<file path="src/sv/fma_pkg.sv">
// ----------------------------------------------------------------------------
// fma_pkg
// Shared widths, constants, the arctangent table and the controller command
// bundle for the field magnitude and angle block.
// ----------------------------------------------------------------------------
package fma_pkg;

  localparam int AXIS_BITS    = 24;
  localparam int OUT_BITS     = 24;
  localparam int SQ_BITS      = 2 * AXIS_BITS;
  localparam int ROOT_STEPS   = AXIS_BITS;
  localparam int CORDIC_STEPS = 24;
  localparam int GUARD_SHIFT  = 24;
  // Operand width of the CORDIC unit, in bits of the input vector.
  localparam int VEC_BITS     = AXIS_BITS + 1;
  // The rotated vector grows by the CORDIC gain and by sqrt(2); three bits cover it.
  localparam int CW           = VEC_BITS + GUARD_SHIFT + 3;
  localparam int ACC_BITS     = 33;
  localparam int IDX_BITS     = 5;
  localparam int CNT_BITS     = 5;
  localparam int ANGLE_LIMIT  = 5898240;

  typedef struct packed {
    logic       load_in;
    logic       sq_en;
    logic [1:0] sq_sel;
    logic       root_load;
    logic       root_step;
    logic       cor_load_dec;
    logic       cor_load_inc;
    logic       cor_step;
    logic       dec_save;
    logic       out_load;
  } cmd_t;

  localparam logic [1:0] SQ_SEL_X = 2'd0;
  localparam logic [1:0] SQ_SEL_Z = 2'd1;
  localparam logic [1:0] SQ_SEL_Y = 2'd2;

  // round(atan(2^-i) * 180/pi * 2^24)
  function automatic logic [ACC_BITS-1:0] atan_entry(input logic [IDX_BITS-1:0] idx);
    logic [31:0] v;
    case (idx)
      5'd0:  v = 32'd754974720;
      5'd1:  v = 32'd445687602;
      5'd2:  v = 32'd235489088;
      5'd3:  v = 32'd119537938;
      5'd4:  v = 32'd60000934;
      5'd5:  v = 32'd30029717;
      5'd6:  v = 32'd15018523;
      5'd7:  v = 32'd7509720;
      5'd8:  v = 32'd3754917;
      5'd9:  v = 32'd1877466;
      5'd10: v = 32'd938734;
      5'd11: v = 32'd469367;
      5'd12: v = 32'd234684;
      5'd13: v = 32'd117342;
      5'd14: v = 32'd58671;
      5'd15: v = 32'd29335;
      5'd16: v = 32'd14668;
      5'd17: v = 32'd7334;
      5'd18: v = 32'd3667;
      5'd19: v = 32'd1833;
      5'd20: v = 32'd917;
      5'd21: v = 32'd458;
      5'd22: v = 32'd229;
      5'd23: v = 32'd115;
      5'd24: v = 32'd57;
      5'd25: v = 32'd29;
      5'd26: v = 32'd14;
      5'd27: v = 32'd7;
      5'd28: v = 32'd4;
      5'd29: v = 32'd2;
      5'd30: v = 32'd1;
      default: v = 32'd0;
    endcase
    return {1'b0, v};
  endfunction

endpackage

</file>
<file path="src/sv/fma_sqrt.sv">
// ----------------------------------------------------------------------------
// fma_sqrt
// Digit-by-digit integer square root, one result bit per step.
// ----------------------------------------------------------------------------
module fma_sqrt
  import fma_pkg::*;
(
  input  logic                  clk,
  input  logic                  load,
  input  logic                  step,
  input  logic [SQ_BITS-1:0]    radicand,
  output logic [ROOT_STEPS-1:0] root
);

  logic [SQ_BITS-1:0]    rad_sh;
  logic [ROOT_STEPS:0]   rem;
  logic [ROOT_STEPS+2:0] rem_s;
  logic [ROOT_STEPS+2:0] trial;
  logic                  fits;

  assign rem_s = {rem, rad_sh[SQ_BITS-1 -: 2]};
  assign trial = {1'b0, root, 2'b01};
  assign fits  = rem_s >= trial;

  always_ff @(posedge clk) begin
    if (load) begin
      rad_sh <= radicand;
      rem    <= '0;
      root   <= '0;
    end else if (step) begin
      rad_sh <= {rad_sh[SQ_BITS-3:0], 2'b00};
      if (fits) begin
        rem  <= (ROOT_STEPS+1)'(rem_s - trial);
        root <= {root[ROOT_STEPS-2:0], 1'b1};
      end else begin
        rem  <= rem_s[ROOT_STEPS:0];
        root <= {root[ROOT_STEPS-2:0], 1'b0};
      end
    end
  end

endmodule

</file>
<file path="src/sv/fma_cordic.sv">
// ----------------------------------------------------------------------------
// fma_cordic
// Vectoring CORDIC for atan(num / den), den >= 0, one step per cycle while
// step is high; angle accumulated in degrees * 2^24, rounded to degrees * 65536.
// ----------------------------------------------------------------------------
module fma_cordic
  import fma_pkg::*;
(
  input  logic                       clk,
  input  logic                       load,
  input  logic                       step,
  input  logic signed [VEC_BITS-1:0] den,
  input  logic signed [VEC_BITS-1:0] num,
  output logic signed [OUT_BITS-1:0] angle
);

  logic signed [CW-1:0]       x;
  logic signed [CW-1:0]       y;
  logic signed [ACC_BITS-1:0] acc;
  logic [IDX_BITS-1:0]        idx;
  logic                       spec;
  logic signed [OUT_BITS-1:0] spec_val;

  logic signed [CW-1:0]         xs;
  logic signed [CW-1:0]         ys;
  logic signed [ACC_BITS-1:0]   tab;
  logic signed [ACC_BITS-1:0]   acc_rnd;
  logic signed [ACC_BITS-9:0]   r;
  logic signed [OUT_BITS-1:0]   r_clamp;

  assign xs  = x >>> idx;
  assign ys  = y >>> idx;
  assign tab = signed'(atan_entry(idx));

  always_ff @(posedge clk) begin
    if (load) begin
      x   <= CW'(den) <<< GUARD_SHIFT;
      y   <= CW'(num) <<< GUARD_SHIFT;
      acc <= '0;
      idx <= '0;
      // A zero divisor gives a right angle by the numerator's sign; a zero
      // numerator gives exactly zero.
      spec <= (den == '0) || (num == '0);
      if (den != '0 || num == '0) begin
        spec_val <= '0;
      end else if (num[VEC_BITS-1]) begin
        spec_val <= -OUT_BITS'(ANGLE_LIMIT);
      end else begin
        spec_val <= OUT_BITS'(ANGLE_LIMIT);
      end
    end else if (step) begin
      idx <= idx + 1'b1;
      if (!y[CW-1]) begin
        x   <= x + ys;
        y   <= y - xs;
        acc <= acc + tab;
      end else begin
        x   <= x - ys;
        y   <= y + xs;
        acc <= acc - tab;
      end
    end
  end

  assign acc_rnd = acc + ACC_BITS'(128);
  assign r       = acc_rnd[ACC_BITS-1:8];

  always_comb begin
    if (r > (ACC_BITS-8)'(ANGLE_LIMIT)) begin
      r_clamp = OUT_BITS'(ANGLE_LIMIT);
    end else if (r < -(ACC_BITS-8)'(ANGLE_LIMIT)) begin
      r_clamp = -OUT_BITS'(ANGLE_LIMIT);
    end else begin
      r_clamp = r[OUT_BITS-1:0];
    end
  end

  assign angle = spec ? spec_val : r_clamp;

endmodule

</file>
<file path="src/sv/fma_dp.sv">
// ----------------------------------------------------------------------------
// fma_dp
// Datapath: input registers, shared squaring multiplier, two square-root
// units, the CORDIC unit and the result registers.
// ----------------------------------------------------------------------------
module fma_dp
  import fma_pkg::*;
(
  input  logic                        clk,
  input  cmd_t                        cmd,
  input  logic signed [AXIS_BITS-1:0] field_x,
  input  logic signed [AXIS_BITS-1:0] field_y,
  input  logic signed [AXIS_BITS-1:0] field_z,
  output logic [OUT_BITS-1:0]         total_intensity,
  output logic [OUT_BITS-1:0]         horizontal_intensity,
  output logic signed [OUT_BITS-1:0]  declination,
  output logic signed [OUT_BITS-1:0]  inclination
);

  logic signed [AXIS_BITS-1:0] fx;
  logic signed [AXIS_BITS-1:0] fy;
  logic signed [AXIS_BITS-1:0] fz;
  logic [SQ_BITS-1:0]          sqx;
  logic [SQ_BITS-1:0]          sqy;
  logic [SQ_BITS-1:0]          sqz;
  logic signed [OUT_BITS-1:0]  dec_angle;

  logic signed [AXIS_BITS-1:0] mul_a;
  logic signed [SQ_BITS-1:0]   prod;
  logic [ROOT_STEPS-1:0]       root_t;
  logic [ROOT_STEPS-1:0]       root_h;
  logic signed [VEC_BITS-1:0]  bx;
  logic signed [VEC_BITS-1:0]  bz;
  logic signed [VEC_BITS-1:0]  cor_den;
  logic signed [VEC_BITS-1:0]  cor_num;
  logic signed [OUT_BITS-1:0]  angle;

  always_ff @(posedge clk) begin
    if (cmd.load_in) begin
      fx <= field_x;
      fy <= field_y;
      fz <= field_z;
    end
  end

  always_comb begin
    case (cmd.sq_sel)
      SQ_SEL_X: mul_a = fx;
      SQ_SEL_Z: mul_a = fz;
      SQ_SEL_Y: mul_a = fy;
      default:  mul_a = fx;
    endcase
  end

  assign prod = mul_a * mul_a;

  always_ff @(posedge clk) begin
    if (cmd.sq_en) begin
      case (cmd.sq_sel)
        SQ_SEL_X: sqx <= unsigned'(prod);
        SQ_SEL_Z: sqz <= unsigned'(prod);
        SQ_SEL_Y: sqy <= unsigned'(prod);
        default:  sqx <= unsigned'(prod);
      endcase
    end
  end

  fma_sqrt u_sqrt_t (
    .clk      (clk),
    .load     (cmd.root_load),
    .step     (cmd.root_step),
    .radicand (sqx + sqy + sqz),
    .root     (root_t)
  );

  fma_sqrt u_sqrt_h (
    .clk      (clk),
    .load     (cmd.root_load),
    .step     (cmd.root_step),
    .radicand (sqx + sqz),
    .root     (root_h)
  );

  // Declination folds a negative X into the right half-plane by negating
  // both X and Z, which keeps the ratio.
  assign bx = VEC_BITS'(fx);
  assign bz = VEC_BITS'(fz);

  always_comb begin
    if (cmd.cor_load_inc) begin
      cor_den = signed'({1'b0, root_h});
      cor_num = VEC_BITS'(fy);
    end else if (fx[AXIS_BITS-1]) begin
      cor_den = -bx;
      cor_num = -bz;
    end else begin
      cor_den = bx;
      cor_num = bz;
    end
  end

  fma_cordic u_cordic (
    .clk   (clk),
    .load  (cmd.cor_load_dec | cmd.cor_load_inc),
    .step  (cmd.cor_step),
    .den   (cor_den),
    .num   (cor_num),
    .angle (angle)
  );

  always_ff @(posedge clk) begin
    if (cmd.dec_save) begin
      dec_angle <= angle;
    end
    if (cmd.out_load) begin
      total_intensity      <= root_t;
      horizontal_intensity <= root_h;
      declination          <= dec_angle;
      inclination          <= angle;
    end
  end

endmodule

</file>
<file path="src/sv/fma_ctrl.sv">
// ----------------------------------------------------------------------------
// fma_ctrl
// Controller: sequences squaring, the square roots with the declination
// CORDIC pass beside them, then the inclination CORDIC pass.
// ----------------------------------------------------------------------------
module fma_ctrl
  import fma_pkg::*;
(
  input  logic clk,
  input  logic rst,
  input  logic start,
  output logic busy,
  output logic done,
  output cmd_t cmd
);

  localparam logic [2:0] S_IDLE   = 3'd0;
  localparam logic [2:0] S_SQUARE = 3'd1;
  localparam logic [2:0] S_LOAD   = 3'd2;
  localparam logic [2:0] S_ROOT   = 3'd3;
  localparam logic [2:0] S_DECSV  = 3'd4;
  localparam logic [2:0] S_INC    = 3'd5;
  localparam logic [2:0] S_OUT    = 3'd6;

  logic [2:0]          state;
  logic [2:0]          state_next;
  logic [CNT_BITS-1:0] cnt;
  logic [CNT_BITS-1:0] cnt_next;

  always_comb begin
    state_next = state;
    cnt_next   = cnt + 1'b1;
    cmd        = '0;
    case (state)
      S_IDLE: begin
        cnt_next = '0;
        if (start) begin
          cmd.load_in = 1'b1;
          state_next  = S_SQUARE;
        end
      end
      S_SQUARE: begin
        cmd.sq_en  = 1'b1;
        cmd.sq_sel = cnt[1:0];
        if (cnt[1:0] == SQ_SEL_Y) begin
          state_next = S_LOAD;
        end
      end
      S_LOAD: begin
        cmd.root_load    = 1'b1;
        cmd.cor_load_dec = 1'b1;
        cnt_next         = '0;
        state_next       = S_ROOT;
      end
      S_ROOT: begin
        cmd.root_step = 1'b1;
        cmd.cor_step  = cnt < CNT_BITS'(CORDIC_STEPS);
        if (cnt == CNT_BITS'(ROOT_STEPS - 1)) begin
          state_next = S_DECSV;
        end
      end
      S_DECSV: begin
        cmd.dec_save     = 1'b1;
        cmd.cor_load_inc = 1'b1;
        cnt_next         = '0;
        state_next       = S_INC;
      end
      S_INC: begin
        cmd.cor_step = 1'b1;
        if (cnt == CNT_BITS'(CORDIC_STEPS - 1)) begin
          state_next = S_OUT;
        end
      end
      S_OUT: begin
        cmd.out_load = 1'b1;
        state_next   = S_IDLE;
      end
      default: begin
        state_next = S_IDLE;
      end
    endcase
  end

  always_ff @(posedge clk) begin
    if (rst) begin
      state <= S_IDLE;
      cnt   <= '0;
      done  <= 1'b0;
    end else begin
      state <= state_next;
      cnt   <= cnt_next;
      done  <= cmd.out_load;
    end
  end

  assign busy = state != S_IDLE;

endmodule

</file>
<file path="src/sv/field_magnitude_and_angles.sv">
// ----------------------------------------------------------------------------
// field_magnitude_and_angles
// Total and horizontal intensity, declination and inclination of one
// three-axis magnetometer sample, by integer square roots and CORDIC.
//
//   channel  | handshake           | payload
//   ---------+---------------------+--------------------------------------------
//   input    | start, busy         | field_x, field_y, field_z
//   result   | done (one cycle)    | total_intensity, horizontal_intensity,
//            |                     | declination, inclination
//
// An item runs from acceptance to done through the squares of X, Z and Y on
// the shared squaring multiplier, 24 square-root steps with the declination
// CORDIC pass running beside them, and 24 CORDIC steps for the inclination.
// busy is high for the whole item; a new item can be accepted in the cycle
// that done is high. Reset returns the controller to idle.
// The receiver cannot stall: results are held only until the next item ends.
// ----------------------------------------------------------------------------
module field_magnitude_and_angles
  import fma_pkg::*;
(
  input  logic                        clk,
  input  logic                        rst,
  input  logic                        start,
  output logic                        busy,
  input  logic signed [AXIS_BITS-1:0] field_x,
  input  logic signed [AXIS_BITS-1:0] field_y,
  input  logic signed [AXIS_BITS-1:0] field_z,
  output logic                        done,
  output logic [OUT_BITS-1:0]         total_intensity,
  output logic [OUT_BITS-1:0]         horizontal_intensity,
  output logic signed [OUT_BITS-1:0]  declination,
  output logic signed [OUT_BITS-1:0]  inclination
);

  cmd_t cmd;

  fma_ctrl u_ctrl (
    .clk   (clk),
    .rst   (rst),
    .start (start),
    .busy  (busy),
    .done  (done),
    .cmd   (cmd)
  );

  fma_dp u_dp (
    .clk                  (clk),
    .cmd                  (cmd),
    .field_x              (field_x),
    .field_y              (field_y),
    .field_z              (field_z),
    .total_intensity      (total_intensity),
    .horizontal_intensity (horizontal_intensity),
    .declination          (declination),
    .inclination          (inclination)
  );

endmodule
</file>
<file path="config.mk">
export PLATFORM = sky130hd
export DESIGN_NAME = field_magnitude_and_angles
export DESIGN_NICKNAME = d
export VERILOG_FILES = /design/src/sv/fma_pkg.sv /design/src/sv/fma_sqrt.sv /design/src/sv/fma_cordic.sv /design/src/sv/fma_dp.sv /design/src/sv/fma_ctrl.sv /design/src/sv/field_magnitude_and_angles.sv
export SDC_FILE = /design/constraint.sdc
export NUM_CORES = 2
export LEC_CHECK = 0
export BUFFER_PORTS_ARGS = -buffer_cell sky130_fd_sc_hd__buf_4
export CAP_MARGIN = 25
export CELL_PAD_IN_SITES_DETAIL_PLACEMENT = 1
export CELL_PAD_IN_SITES_GLOBAL_PLACEMENT = 2
export CORE_ASPECT_RATIO = 1.5
export CORE_MARGIN = 2
export CORE_UTILIZATION = 46
export CTS_BUF_LIST = sky130_fd_sc_hd__clkbuf_4 sky130_fd_sc_hd__clkbuf_8
export DETAILED_ROUTE_END_ITERATION = 10
export PLACE_DENSITY = 0.95
export SYNTH_ARGS = -nofsm -noshare
export SYNTH_HDL_FRONTEND = slang
export SYNTH_SLANG_ARGS = --single-unit
</file>
<file path="constraint.sdc">
create_clock -name clk -period 26.3 [get_ports clk]
set_clock_uncertainty 0.1 [all_clocks]
set_input_delay 0 -clock clk [delete_from_list [all_inputs] [get_ports clk]]
set_output_delay 0 -clock clk [all_outputs]
set_load 0.02 [all_outputs]
</file>
==> metrics.md <==
| Metric | Value |
|---|---|
| Tcrit/Tclk final | a little over two fifths |
| Syn. warnings | 0 |
| CP arrival | 12.02 ns |
| Final hold slack | 0.2674 ns |
| Vias | ~60,000 |
| Crit path largest cell delay | 0.80 ns |
| DRT iter0 DRCs | approximately 4,700 |
| Die area | 0.1574 mm² |
| Clk root buf | clkbuf_8 |
| Final GP Congestion | roughly 1.0 |
| Largest area contributor in the netlist | edfxtp_1 |
| TritonCTS Buffers | 115 |
| Unrepaired setup endpoints after global routing | false |
| Outcome | complete, no violations |
| Initial antenna violation count | 13 |
| Hold-fix buffers, CTS | between 100 and 150 |
| Largest net degree at the start of global routing | between 90 and 100 |
| Number of flops mapped to enable cells by yosys | between 400 and 500 |
| CTS sink cnt | just over 700 |
| Synth Cell Area | approximately 0.07 mm² |
| Fin Setup TNS | 0 ns |
| Buffers on Ports | around 170 |
| CTS tree | built |
| Area of the multi-input gates | around 0.047 mm² |
| Synthesis-to-finish area growth | 10.51% |
| Starting Density | 46.28% |
| Global Route Usage Sum | between 30 and 40% |
| Top-count cell post-synth | inv_1 |
| Slew HR | 20.82% |
| Top post-synthesis cells by area | edfxtp_1 21%, fa_1 17%, ha_1 7.7%, dfxtp_1 6.3%, inv_1 4.6% |
| Detailed Place HPWL | 198,600 µm |
| CP Class | flop to flop |
| Die width | ~320 µm |
| FF-to-FF Start | u_ctrl.state[1] |
| Clock latency on the worst-skew pair | 0.95 ns |
| H-tree level count | 3 |
| FFs w/ async S/R, synth | 0% |
| Vias per cell | around 6.1 |
| Share of layout cells above drive strength 1 | about 9.6% |
| Critical Path Sink | u_dp.sqz[45] |
| Number of global-route vias before repair | about 65,000 |
| DIE HEIGHT | about 480 µm |
| # IOs | 173 |
| First-pass GRT wire length | 395,300 µm |
| FF+latch area | 0.01916 mm² |
| Mapped Cells | 7,479 |
| Core area | about 0.15 mm² |
| Worst Path Required | 26.87 ns |
| Num rows | 176 |
| Worst r2r path cells | 28 |
| Nets | 8,785 |
| CP Capture Type | flop |
| Max Transition Viols Final | 0 |
| Antenna viol nets, final | 0 |
| Final number of setup-violating endpoints | 0 |
| Total grt overflow | 0 |
| Reg2reg setup slack | around 15 ns |
| Crit path max fanout | 25 |
| Hold Path Class | primary input to flop |
| Max Cap Viol | 0 |
| Clock period minus worst slack | between 10 and 15 ns |
| Synth top cells by count | 865 x inv_1, 725 x nand2_1, 604 x fa_1 |
| Slowest CP cell | ha_1 |
| Synthesized flop and latch total | ~700 |
| Top cell by count, worst path | fa_1 |
| Predominant post-synthesis flop cell | edfxtp_1 |
| CTS Buffer Depth | 3 |
| Yosys cell types | 100 |
| Post-CTS Setup Bufs | 0 |
| WL per Instance | ~27 µm |
| Peak Freq | ~0.087 GHz |
| Hold Vio Cnt, Final | 0 |
| Worst-margin pin slew | approximately 1.2 ns |
| Residual DRC count | 0 |
| Reg2reg end | u_dp.sqz[45] |
| Resized Gates After CTS | 0 |
| CP startpoint | u_ctrl.state[1] |
| Clk pin slew, worst setup/hold paths | 0.07 ns |
| Fill cells | around 17,000 |
| WL final | around 260,000 µm |
| DRT Pass-1 Iters | 6 |
| Crit start category | flop |
| Sequential fraction of the synthesis area | between 20% and 30% |
| Post-synthesis average cell area | 9.485 µm² |
| Yosys top cell area share | between 20% and 30% |
==> worst min-delay path by stage <==
stage	slack [ns]	to	from	depth (start not counted)
final	0.27	u_dp.fx[2]	field_x[2]	3
after floorplan	-0.03	u_ctrl.state[1]	rst	1
after detailed placement	0.08	u_dp.fx[12]	field_x[12]	1
after CTS	0.18	u_dp.fy[16]	field_y[16]	3
after global placement	0.08	u_dp.fy[8]	field_y[8]	1
after global routing	0.26	u_dp.fx[10]	field_x[10]	3
==> layout make-up <==
cell class,count,share of cell area (%)
Multi-Input combinational cell,5561,60.11
Sequential cell,712,24.45
Clock inverter,64,1.127
Tap cell,2047,3.267
Antenna cell,11,0.03511
Clock buffer,151,2.459
Timing Repair Buffer,401,4.354
Inverter,877,4.204
==> metrics by stage <==
step                setup slack [ns]  area [µm²]  cells  utilization [%]
CTS                            15.03       78320   9811            51.10
floorplan                      16.97       70940   7481                -
finish                         14.85       78400   9824            51.15
global route                   14.38       78370   9815            51.13
detailed placement             15.11       74030   9448            48.30
global placement               15.43       74030   9448            48.30
==> cells in the final DEF, fill, tap and decap left out, types with 54 or more instances in the layout <==
master / Yosys / final
mux2i_1: 123 / 123
a31oi_1: 82 / 82
mux2_2: 77 / 77
inv_1: 865 / 861
a21oi_1: 417 / 417
o31ai_1: 91 / 91
nand2_1: 725 / 723
mux4_2: 120 / 120
nor3_1: 98 / 96
nor2b_1: 71 / 71
o21ai_0: 427 / 422
nand2b_1: 61 / 60
nand3_1: 183 / 183
buf_4: 15 / 251
xor2_1: 213 / 213
o21a_1: 54 / 54
a21o_1: 194 / 194
fa_1: 604 / 604
edfxtp_1: 489 / 489
dfxtp_1: 223 / 218
ha_1: 438 / 438
clkbuf_8: 0 / 127
and3_1: 65 / 61
xnor2_1: 282 / 282
nor2_1: 485 / 481
dlygate4sd3_1: 0 / 148
o22ai_1: 78 / 77
a22oi_1: 55 / 55
==> worst max-delay path: cells and delay by family, from the launching register on <==
family	cells	cell delay (ns)
adder cells (fa/ha/maj)	9	4.75
AND/OR/NAND/NOR	6	2.22
AO/OA/AOI/OAI	7	2.03
buffers and inverters	5	1.32
flip-flops	1	0.39
XOR/XNOR	1	0.31
==> state kept, by name, summed over array words and instances (netlist names), 24 cells and up <==
name,cells
u_dp.u_cordic.x,52
u_dp.u_cordic.y,52
u_dp.u_sqrt_h.rad_sh,48
u_dp.u_sqrt_t.rad_sh,48
u_dp.sqx,47
u_dp.sqy,47
u_dp.sqz,47
u_dp.u_cordic.acc,33
u_dp.u_cordic.tab,30
u_dp.u_sqrt_h.rem,25
u_dp.u_sqrt_t.rem,25
u_dp.dec_angle,24
u_dp.declination,24
u_dp.fx,24
u_dp.fy,24
u_dp.fz,24
u_dp.horizontal_intensity,24
u_dp.inclination,24
u_dp.total_intensity,24
u_dp.u_sqrt_h.root,24
u_dp.u_sqrt_t.root,24
==> layer usage <==
| metal | wire, µm | global-route usage, % | up-vias |
|---|---|---|---|
| met4 | 24140 | 25.83 | 2 |
| li1 | - | - | 26545 |
| met2 | 130600 | 57.40 | 2399 |
| met5 | 12 | 0 | - |
| met1 | 90730 | 34.22 | 30373 |
| met3 | 16450 | 6.746 | 986 |
==> cells by family after synthesis <==
kind of cell               after synthesis  synth area share [%]
AOI/OAI and AO/OA                     1774                 15.97
xor gates and xnor gates               495                 6.112
adders and majority gates             1042                 24.77
buffers and inverters                 1208                 6.729
DFF                                    712                 26.99
muxes                                  326                 6.948
other                                    1              0.005286
and+or+nand+nor                       1921                 12.47
Power is left out: the tool's default activity adds up to more than one toggle a clock period on the data nets, which glitch-free logic cannot reach.
